### config.mk
export PLATFORM = sky130hd
export DESIGN_NAME = priority_task_scheduler
export DESIGN_NICKNAME = d
export VERILOG_FILES = /design/src/pts_pkg.sv /design/src/pts_ctrl.sv /design/src/pts_dp.sv /design/src/priority_task_scheduler.sv
export VERILOG_INCLUDE_DIRS = /design/src /design/src/src
export SDC_FILE = /design/constraint.sdc
export NUM_CORES = 1
export LEC_CHECK = 0
export BUFFER_PORTS_ARGS = -buffer_cell sky130_fd_sc_hd__buf_2
export CAP_MARGIN = 20
export CORE_MARGIN = 2
export CORE_UTILIZATION = 35
export CTS_BUF_LIST = sky130_fd_sc_hd__clkbuf_8
export CTS_CLUSTER_DIAMETER = 60
export DETAILED_ROUTE_END_ITERATION = 10
export PLACE_DENSITY = 0.53
export SLEW_MARGIN = 15
export SYNTH_ARGS = -nofsm -noshare
export SYNTH_HDL_FRONTEND = slang
export SYNTH_SLANG_ARGS = --single-unit
### constraint.sdc
create_clock -name clk -period 8.84 [get_ports clk]
set_input_delay 0.884 -clock clk [delete_from_list [all_inputs] [get_ports clk]]
set_output_delay 0.884 -clock clk [all_outputs]
set_load 0.01 [all_outputs]
### src/priority_task_scheduler_macros.svh
// assertion macros for the priority task scheduler
`ifndef PRIORITY_TASK_SCHEDULER_MACROS_SVH
`define PRIORITY_TASK_SCHEDULER_MACROS_SVH

`ifndef ASSERT_OFF
// property must hold at every clock edge outside reset
`define PTS_ASSERT(label, clk, rst_n, prop, msg) \
	label: assert property (@(posedge clk) disable iff (!rst_n) prop) else $error(msg);
// condition must never be true outside reset
`define PTS_NEVER(label, clk, rst_n, cond, msg) \
	label: assert property (@(posedge clk) disable iff (!rst_n) !(cond)) else $error(msg);
`else
`define PTS_ASSERT(label, clk, rst_n, prop, msg)
`define PTS_NEVER(label, clk, rst_n, cond, msg)
`endif

`endif

### src/pts_pkg.sv
// shared types and constants of the priority task scheduler
package pts_pkg;

	localparam int NUM_TASKS  = 32;
	localparam int DELAY_BITS = 16;

	localparam int TASK_W     = 5;
	localparam int STEP_W     = 10;
	localparam int TICKS_W    = 16;
	localparam int MAP_W      = 32;
	localparam int STEP_RESET = 1;

	localparam int IDX_W = $clog2(NUM_TASKS);
	localparam int CNT_W = $clog2(NUM_TASKS + 1);
	localparam int CMP_W = (DELAY_BITS > STEP_W) ? DELAY_BITS : STEP_W;

	typedef enum logic [1:0] {
		MODE_TICK  = 2'd0,
		MODE_READY = 2'd1,
		MODE_DELAY = 2'd2,
		MODE_SCHED = 2'd3
	} mode_t;

	typedef struct packed {
		mode_t               mode;
		logic [TASK_W-1:0]   task_index;
		logic [TICKS_W-1:0]  delay_ticks;
	} in_beat_t;

	typedef struct packed {
		logic [TASK_W-1:0] current_task;
		logic              switch_request;
		logic              none_ready;
		logic [MAP_W-1:0]  ready_map;
	} out_beat_t;

	typedef struct packed {
		logic capture;
		logic apply;
		logic walk;
		logic sched;
		logic load_out;
	} dp_cmd_t;

	typedef struct packed {
		mode_t mode;
		logic  ticks_nz;
		logic  walk_done;
		logic  out_free;
	} dp_status_t;

endpackage

### src/pts_ctrl.sv
// control state machine of the priority task scheduler
module pts_ctrl (
	input  logic                clk,
	input  logic                arst_n,
	input  logic                in_valid,
	output logic                in_stall,
	output pts_pkg::dp_cmd_t    cmd,
	input  pts_pkg::dp_status_t status
);
	import pts_pkg::*;

	typedef enum logic [4:0] {
		ST_IDLE  = 5'b00001,
		ST_APPLY = 5'b00010,
		ST_WALK  = 5'b00100,
		ST_SCHED = 5'b01000,
		ST_DONE  = 5'b10000
	} state_t;

	state_t state_q, state_d;

	always_ff @(posedge clk or negedge arst_n) begin
		if (!arst_n) begin
			state_q <= ST_IDLE;
		end else begin
			state_q <= state_d;
		end
	end

	assign in_stall = (state_q != ST_IDLE);

	always_comb begin
		state_d = state_q;
		cmd     = '0;
		case (state_q)
			ST_IDLE: begin
				if (in_valid) begin
					cmd.capture = 1'b1;
					state_d     = ST_APPLY;
				end
			end
			ST_APPLY: begin
				cmd.apply = 1'b1;
				case (status.mode)
					MODE_TICK:  state_d = ST_WALK;
					MODE_READY: state_d = ST_DONE;
					MODE_DELAY: state_d = status.ticks_nz ? ST_SCHED : ST_DONE;
					MODE_SCHED: state_d = ST_SCHED;
					default:    state_d = ST_DONE;
				endcase
			end
			ST_WALK: begin
				cmd.walk = 1'b1;
				if (status.walk_done) begin
					state_d = ST_SCHED;
				end
			end
			ST_SCHED: begin
				cmd.sched = 1'b1;
				state_d   = ST_DONE;
			end
			ST_DONE: begin
				if (status.out_free) begin
					cmd.load_out = 1'b1;
					state_d      = ST_IDLE;
				end
			end
			default: begin
				state_d = ST_IDLE;
			end
		endcase
	end

endmodule

### src/pts_dp.sv
// datapath of the priority task scheduler: delay memory, ready map, search, result register
module pts_dp (
	input  logic                      clk,
	input  logic                      arst_n,
	input  logic                      cfg_we,
	input  logic [pts_pkg::STEP_W-1:0] cfg_wdata,
	input  pts_pkg::in_beat_t         in_data,
	input  logic                      out_stall,
	output logic                      out_valid,
	output pts_pkg::out_beat_t        out_data,
	input  pts_pkg::dp_cmd_t          cmd,
	output pts_pkg::dp_status_t       status
);
	import pts_pkg::*;

	logic [STEP_W-1:0]     step_q;
	in_beat_t              item_q;
	logic [NUM_TASKS-1:0]  ready_q;
	logic [NUM_TASKS-1:0]  vld_q;
	logic [TASK_W-1:0]     run_q;
	logic [DELAY_BITS-1:0] mem [NUM_TASKS];
	logic [CNT_W-1:0]      cnt_q;
	logic                  rd_live_s1;
	logic [IDX_W-1:0]      rd_idx_s1;
	logic                  rd_vld_s1;
	logic [DELAY_BITS-1:0] rd_data_s1;
	logic                  sw_q;
	logic                  empty_q;
	logic                  out_valid_q;
	out_beat_t             out_q;

	logic                  slot_ok;
	logic [IDX_W-1:0]      slot_idx;
	logic [IDX_W-1:0]      run_idx;
	logic                  ticks_nz;
	logic                  do_ready;
	logic                  do_delay;
	logic                  walk_issue;
	logic                  walk_upd;
	logic [CMP_W-1:0]      d_ext;
	logic [CMP_W-1:0]      s_ext;
	logic [CMP_W-1:0]      nd_ext;
	logic                  expire;
	logic                  found;
	logic [IDX_W-1:0]      pick;
	logic [TASK_W-1:0]     pick_task;

	assign slot_ok    = {1'b0, item_q.task_index} < (TASK_W + 1)'(NUM_TASKS);
	assign slot_idx   = item_q.task_index[IDX_W-1:0];
	assign run_idx    = run_q[IDX_W-1:0];
	assign ticks_nz   = (item_q.delay_ticks != '0);
	assign do_ready   = cmd.apply && (item_q.mode == MODE_READY) && slot_ok;
	assign do_delay   = cmd.apply && (item_q.mode == MODE_DELAY) && ticks_nz;
	assign walk_issue = cmd.walk && (cnt_q < CNT_W'(NUM_TASKS));

	// saturating countdown of the entry read in the previous cycle
	assign walk_upd = rd_live_s1 && rd_vld_s1 && (rd_data_s1 != '0);
	assign d_ext    = CMP_W'(rd_data_s1);
	assign s_ext    = CMP_W'(step_q);
	assign nd_ext   = (d_ext > s_ext) ? (d_ext - s_ext) : '0;
	assign expire   = walk_upd && (nd_ext == '0);

	// lowest ready slot wins
	always_comb begin
		found = 1'b0;
		pick  = '0;
		for (int i = NUM_TASKS - 1; i >= 0; i--) begin
			if (ready_q[i]) begin
				found = 1'b1;
				pick  = IDX_W'(i);
			end
		end
	end
	assign pick_task = TASK_W'(pick);

	always_ff @(posedge clk or negedge arst_n) begin
		if (!arst_n) begin
			step_q <= STEP_W'(STEP_RESET);
		end else if (cfg_we) begin
			step_q <= cfg_wdata;
		end
	end

	always_ff @(posedge clk) begin
		if (cmd.capture) begin
			item_q <= in_data;
		end
	end

	// delay memory: one write and one registered read per cycle
	always_ff @(posedge clk) begin
		if (walk_upd) begin
			mem[rd_idx_s1] <= DELAY_BITS'(nd_ext);
		end else if (do_delay) begin
			mem[run_idx] <= DELAY_BITS'(item_q.delay_ticks);
		end
		if (walk_issue) begin
			rd_data_s1 <= mem[cnt_q[IDX_W-1:0]];
		end
	end

	always_ff @(posedge clk) begin
		rd_idx_s1 <= cnt_q[IDX_W-1:0];
		rd_vld_s1 <= vld_q[cnt_q[IDX_W-1:0]];
	end

	// an entry never written since reset or since make ready reads as zero
	always_ff @(posedge clk or negedge arst_n) begin
		if (!arst_n) begin
			vld_q <= '0;
		end else if (do_ready) begin
			vld_q[slot_idx] <= 1'b0;
		end else if (do_delay) begin
			vld_q[run_idx] <= 1'b1;
		end
	end

	always_ff @(posedge clk or negedge arst_n) begin
		if (!arst_n) begin
			ready_q <= '0;
		end else begin
			if (do_ready) begin
				ready_q[slot_idx] <= 1'b1;
			end
			if (do_delay) begin
				ready_q[run_idx] <= 1'b0;
			end
			if (expire) begin
				ready_q[rd_idx_s1] <= 1'b1;
			end
		end
	end

	always_ff @(posedge clk or negedge arst_n) begin
		if (!arst_n) begin
			run_q      <= '0;
			sw_q       <= 1'b0;
			empty_q    <= 1'b0;
			cnt_q      <= '0;
			rd_live_s1 <= 1'b0;
		end else begin
			rd_live_s1 <= walk_issue;
			if (cmd.capture) begin
				cnt_q <= '0;
			end else if (walk_issue) begin
				cnt_q <= cnt_q + 1'b1;
			end
			if (cmd.capture) begin
				sw_q    <= 1'b0;
				empty_q <= 1'b0;
			end else if (cmd.sched) begin
				sw_q    <= found && (pick_task != run_q);
				empty_q <= !found;
				if (found) begin
					run_q <= pick_task;
				end
			end
		end
	end

	always_ff @(posedge clk or negedge arst_n) begin
		if (!arst_n) begin
			out_valid_q <= 1'b0;
		end else if (cmd.load_out) begin
			out_valid_q <= 1'b1;
		end else if (!out_stall) begin
			out_valid_q <= 1'b0;
		end
	end

	always_ff @(posedge clk) begin
		if (cmd.load_out) begin
			out_q.current_task   <= run_q;
			out_q.switch_request <= sw_q;
			out_q.none_ready     <= empty_q;
			out_q.ready_map      <= MAP_W'(ready_q);
		end
	end

	assign out_valid = out_valid_q;
	assign out_data  = out_q;

	assign status.mode      = item_q.mode;
	assign status.ticks_nz  = ticks_nz;
	assign status.walk_done = (cnt_q == CNT_W'(NUM_TASKS));
	assign status.out_free  = !out_valid_q || !out_stall;

endmodule

### src/priority_task_scheduler.sv
// top level of the priority task scheduler
// usage:
// - input channel in_valid / in_stall / in_data carries one beat per item: mode,
//   task_index, delay_ticks; output channel out_valid / out_stall / out_data
//   returns exactly one result beat per input beat, in order
// - cfg_we / cfg_wdata writes tick_step; write only while the block is idle
// - steps per item: make ready and a zero delay apply, then deliver; schedule
//   and a nonzero delay also search before delivering; a tick sweeps, then searches
// - a tick sweeps the delay memory one slot per cycle through its single read
//   port and single write port, then runs the priority search
// - one item at a time: the next input beat is taken in the cycle after the
//   result is loaded
// - the result sits in an output register; a new item may be accepted while it
//   waits, and the block holds its next result until the receiver takes the old
// - while out_stall is high the result beat holds steady
// - reset: ready map and running task clear, tick_step goes to 1, every delay
//   reads as zero at once through per-slot valid bits, no clearing pass
`include "priority_task_scheduler_macros.svh"

module priority_task_scheduler (
	input  logic                       clk,
	input  logic                       arst_n,
	input  logic                       cfg_we,
	input  logic [pts_pkg::STEP_W-1:0] cfg_wdata,
	input  logic                       in_valid,
	output logic                       in_stall,
	input  pts_pkg::in_beat_t          in_data,
	output logic                       out_valid,
	input  logic                       out_stall,
	output pts_pkg::out_beat_t         out_data
);
	import pts_pkg::*;

	// command and status between sequencer and datapath
	dp_cmd_t    cmd;
	dp_status_t status;

	// sequencer: idle, apply the item, sweep delays, search, deliver
	pts_ctrl u_ctrl (
		.clk      (clk),
		.arst_n   (arst_n),
		.in_valid (in_valid),
		.in_stall (in_stall),
		.cmd      (cmd),
		.status   (status)
	);

	// datapath: state, delay memory, priority search, result register
	pts_dp u_dp (
		.clk       (clk),
		.arst_n    (arst_n),
		.cfg_we    (cfg_we),
		.cfg_wdata (cfg_wdata),
		.in_data   (in_data),
		.out_stall (out_stall),
		.out_valid (out_valid),
		.out_data  (out_data),
		.cmd       (cmd),
		.status    (status)
	);

	// an accepted beat always keeps the block busy for the next cycle
	`PTS_ASSERT(a_busy_after_accept, clk, arst_n, (in_valid && !in_stall) |=> in_stall, "input accepted twice in a row")

	// a switch needs a ready task, so both flags never show together
	`PTS_NEVER(a_flags_exclusive, clk, arst_n, out_valid && out_data.switch_request && out_data.none_ready, "switch and none_ready together")

	// none_ready only with an empty ready map
	`PTS_ASSERT(a_empty_map, clk, arst_n, (out_valid && out_data.none_ready) |-> (out_data.ready_map == '0), "none_ready with ready tasks")

endmodule
# Word level (Yosys, flattened, before mapping)
# Memories as Yosys holds them, arrays and structs flattened. A register that Yosys moved wholly into a read port is not among the register bits.
# Cells that the tools add are included.
# classes
reduce_logical	25
mux	107
n_lt_le_gt_ge	9
add_sub_neg	2
n_bitwise	8
eq_ne	15
# op_table
op	count
2-to-1 mux 5 bit	37
2-to-1 mux 32 bit	5
OR 32 bit	3
AND 32 bit	2
inverter 32 bit	2
2-to-1 mux 1 bit	55
2-to-1 mux 16 bit	2
nonzero test 16 bit	2
one-hot mux 5 bit (5 select lines)	1
less-than comparator 5 x 6 -> 1 bit (second input constant)	4
one-hot mux 5 bit (4 select lines)	1
greater-than comparator 16 x 10 -> 1 bit	1
zero test 16 bit	1
OR reduction 16 bit	1
subtractor 16 x 10 -> 16 bit	1
demux 1 bit (select 5 bit)	3
>= comparator 5 x 1 -> 1 bit (second input constant)	3
2-to-1 mux 6 bit	2
logical AND 1 bit	11
adder 6 x 1 -> 6 bit (second input constant)	1
equality test 6 bit (second input constant)	1
less-than comparator 6 bit (second input constant)	1
!= test 2 bit (second input constant)	3
AND reduction 3 bit	2
16 further kinds	21
# word_totals
elab_cells	186
inputBits	38
mem_bits_rw	512
memories	1
ff_bits	162
out_inout_bits	41
# memory_table
memory	words	width	read_ports	rd_ports_with_merged_regs	wr	line	text
u_dp.mem	32	16	1	1	1	pts_dp.sv:21	logic [DELAY_BITS-1:0] mem [NUM_TASKS];

# Depth between registers and ports, before layout
# logic_depth
word_depth	36
ltp_mapped	12
depth_no_buf	12

# Modules after synthesis
# Synthesis repeated with hierarchy kept, for this count alone.
# hier_totals
hier_cells	1585
hier_area_um2	28096.9
# by_module_without_submodules
mod	cells_each	instances	seq_area_each_um2	area_per_inst_um2
pts_dp	1549	1	20065.5	27794.2
pts_ctrl	36	1	126.4	302.8

# Worst setup path after synthesis
# No wires, ideal clock.
# synth_path
kind	reg2reg
start	reg u_dp.step_q[0]
end	mem u_dp.mem[0][14], data pin
slack_ns	5.112
period_less_slack_ns	3.728
stages_incl_launch_ff	10
n_path_buf	0
arrival_time_ns	3.274
required_ns	8.386
setup_time_ns	0.454
cell_sequence	dfstp_2 > ha_1 > inv_1 > fa_1 > a21oi_2 > o2111ai_1 > a21o_2 > nor3_1 > xnor2_1 > o21ai_0
# synth_between
elab_chain_len	3
elab_cells_between_ends	4
cone_classes	add/sub (1); order compare (1); mux (2)
# synth_lines
element	line	text
start: declaration	pts_dp.sv:16	logic [STEP_W-1:0] step_q;
start signal: assignment	pts_dp.sv:78	step_q <= STEP_W'(STEP_RESET);
start signal: assignment	pts_dp.sv:80	step_q <= cfg_wdata;
subtractor 16 x 10 -> 16 bit or greater-than comparator 16 x 10 -> 1 bit (tied branches)	pts_dp.sv:60	assign nd_ext = (d_ext > s_ext) ? (d_ext - s_ext) : '0;
2-to-1 mux 16 bit *	pts_dp.sv:60	
2-to-1 mux 16 bit (no line) *	--	
end: declaration	pts_dp.sv:21	
# Every way passes the cells marked *; elsewhere a longest branch is shown, timed or not.

# Final worst setup path
# layout_path
start	reg u_dp.rd_data_s1[7], in the netlist u_dp.d_ext[7], read port of u_dp.mem
end	mem u_dp.mem[1][5] (enable)
# layout_between
elab_chain_len	6
elab_cells_between_ends	9
cone_classes	mux (6); reduce/logical (3)
# layout_lines
element	line	text
start: declaration	pts_dp.sv:26	logic [DELAY_BITS-1:0] rd_data_s1;
nonzero test 16 bit *	pts_dp.sv:57	assign walk_upd = rd_live_s1 && rd_vld_s1 && (rd_data_s1 != '0);
logical AND 1 bit *	pts_dp.sv:57	
2-to-1 mux 1 bit	pts_dp.sv:92	if (walk_upd) begin
2-to-1 mux 1 bit (not written as such)	pts_dp.sv:95	mem[run_idx] <= DELAY_BITS'(item_q.delay_ticks);
OR reduction 16 bit (no line)	--	
2-to-1 mux 5 bit (no line) or 2-to-1 mux 1 bit (tied branches)	--	
# Marks and branches as above.

==> flow_summary.yaml <==
pwr:
  pwr-share-comb_pct: 16.6
  p_leak_nw: 10.4
  total_power_mw: 7.81
  intPower_mw: 5.66
  ir_drop_uv: 108
  power_frac_clock_pct: 33.0
  p_sw_share_pct: 27.4
  p_seq_share_pct: 50.4
  powerDensity_nw_per_um2: 244
  power.switching_mw: 2.14
die:
  coreArea_um2: 79000
  initial_core_util_pct: 35.3
  die_h_um: 286
  rows: 103
  num_io_pins: 79
  die_area_um2: 82000
  fp.dieW_um: 286
global_route:
  grt_use_met3_pct: 3.68
  grtUsageMet1_pct: 24.8
  overflow: 0
  grt_pass1_vias: 15400
  track_usage_pct: 17.5
  antenna_found_initial: 3
  grt_pass1_wl_um: 104000
  grt_max_degree: 66
  gr-max-usage-layer: "met2"
  met2_usage_pct: 27.1
clock_network:
  post_cts_buffers: 0
  clk_latency_ps: 710
  cts_made_buffers: 109
  htreeDepth: 3
  ctsResizeCount: 0
  tritoncts: "built"
  hold_buffers: 0
  clkSlewWorstSetupHoldPaths_ps: 60
  clock-sinks: 690
  root_buffer: "clkbuf_8"
  cts_buffer_depth: 3
timing:
  setup-violations-final: 0
  finalWorstSetupSlack_ps: 4670
  hold_viol_final: 0
  worst-slew-pin-transition_ps: 1140
  drv_slew: 0
  slew_headroom_pct: 23.6
  setup_tns_ps: 0
  rsz0062_at_grt: "false"
  skew_ps: 38.8
  period_share_pct: 47.1
  max_freq_mhz: 240
  min_period_ps: 4170
logic_synthesis:
  ys_seq_elements: 690
  synth.cell_area_um2: 27900
  synth_edf_count: 590
  synth_top_area_share_pct: 63.5
  async_flop_share_pct: 13.6
  yosysUniqueCellTypes: 65
  synthesis.nets: 1614
  yosys.area.top_type: "edfxtp_1"
  synth_cells: 1563
  seq_area_frac_synth_pct: 72.3
  yosys_warnings: 0
  avgSynthCellArea_um2: 17.9
  ys.flop_type: "edfxtp_1"
  yosys-top-cells-area: "edfxtp_1, mux4_2, dfrtp_1, o21ai_0, nor2_1"
setup_path:
  worstSetupStartpointType: "flop"
  cp.required_ps: 9140
  path_class: "reg2reg"
  critPathMaxFanout: 16
  critPathCaptureType: "flop"
  critPathArrivalTime_ps: 4470
place:
  place.gp.congestion: 0.813
  dp_hpwl_um: 45000
  post-place-ws_ps: 4700
  port_buffers: 78
finish:
  finish.utilization_pct: 40.4
  areaGrowthSynthToFinish_pct: 14.4
  fillers: 7106
  nets: 1762
  drive_gt1_share_pct: 28.1
detailed_routing:
  dr.pass1.iters: 5
  vias: 15400
  ant_nets: 0
  drt_iter0_markers: 1607
  wl_per_cell_um: 25.1
  routed_wl_um: 71500
  via_per_inst: 5.42
  drc: 0
worst_hold_path:
  hp-class: "in2async"
run_status:
  status: "complete, no violations"
run:
  cap_violations: 0
-- through the flow --
stage / std cells / cell area, µm² / hold slack, ps
after floorplan: 1563 / 27900 / 361
after global placement: 2647 / 29800 / 444
after detailed placement: 2648 / 29800 / 461
after CTS: 2838 / 31900 / 101
after global routing: 2841 / 31900 / 139
final: 2844 / 31900 / 142
-- critical path, cell delays in order (launching register included) --
cell and delay [ps]:
edfxtp_1 430, or4_1 570, nor3_1 220, a31oi_2 260
nand2b_1 420, mux2_2 320, nand2_1 490, nor2_2 1030
-- placed cells by master (no fill, tap or decap), drive strengths merged, types with 17 or more instances in the layout --
cell type / count
nand2: 75
mux2: 19
nand3: 20
nor3: 17
o22ai: 36
inv: 67
o21ai: 127
a21oi: 20
mux4: 170
nor2: 126
clkbuf: 112
edfxtp: 590
buf: 106
dfrtp: 92
clkinv: 26
-- logic make-up (layout without fill, tap and decap cells) --
| family | count (synthesis) | in the layout | synth area share [%] |
|---|---|---|---|
| flops | 690 | 690 | 72.3 |
| buf+inv | 93 | 320 | 1.33 |
| xor+xnor | 17 | 17 | 0.533 |
| fa+ha+maj | 13 | 13 | 0.610 |
| compound gates | 244 | 244 | 5.27 |
| mux | 193 | 193 | 14.6 |
| simple gates | 313 | 313 | 5.30 |
| other cells | 0 | 4 | 0 |
-- area by class of cell --
cell class,count,area [µm²],area share (%)
Inverter,24,90.1,0.282
Tap cell,1050,1310,4.11
Sequential cell,690,20200,63.2
Antenna cell,4,10.0,0.0313
Multi-Input combinational cell,780,7640,23.9
Timing Repair Buffer,106,638,2.00
Clock inverter,78,512,1.60
Clock buffer,112,1540,4.82
-- state kept, by name, summed over array words and instances, names as in the netlist, 2 cells and up --
register / flops
u_dp.status: 2
u_dp.run_idx: 5
u_dp.step_q: 10
u_dp.slot_idx: 5
u_dp.rd_idx_s1: 5
u_dp.out_data: 39
u_dp.vld_q: 32
u_dp.cnt_q: 6
u_dp.ready_q: 32
u_ctrl.state_q: 5
u_dp.d_ext: 16
u_dp.mem: 512
u_dp.item_q: 16
-- power groups by stage --
stage          clock (mW)  sequential (mW)  combinational, mW
3_3_place_gp            0             4.00               1.27
6_report             2.58             3.93               1.29
5_1_grt              2.79             3.95               1.40
3_5_place_dp            0             4.00               1.30
2_1_floorplan           0             3.94              0.830
4_1_cts              2.65             3.93               1.31
-- synthesized netlist by cell type, drive strengths merged (5+ instances only) --
master / n
edfxtp: 590
mux4: 170
o21ai: 127
nor2: 126
dfrtp: 92
nand2: 75
clkbuf: 46
o22ai: 36
inv: 24
buf: 23
a21oi: 20
nand3: 20
mux2: 19
nor3: 17
a31oi: 14
nor4: 14
ha: 12
nor2b: 11
o31ai: 11
nand2b: 10
xnor2: 9
nand3b: 8
xor2: 8
nand4: 7
a21o: 6
and3: 6
dfxtp: 6
a41oi: 5
-- worst paths after layout --
kind                            cells after the start           from  slack, ps           endpoint
worst max-delay path                                7  u_dp.d_ext[7]       4670     u_dp.mem[1][5]
worst min-delay path                                1         arst_n        140     u_dp.vld_q[27]
worst max register to register                      7  u_dp.d_ext[7]       4670     u_dp.mem[1][5]
worst min register to register                      0   u_dp.empty_q        470  u_dp.out_data[32]
max in group asynchronous                           2         arst_n       7540     u_dp.out_valid
min in group clk                                    1    in_data[19]        350   u_dp.slot_idx[3]
-- metal layers --
metal	share of wire [%]	vias up
met5	0	-
met2	46	665
li1	-	6621
met3	8.6	98
met1	43	8040
met4	2.2	0
(Power assumes the default switching activity.)
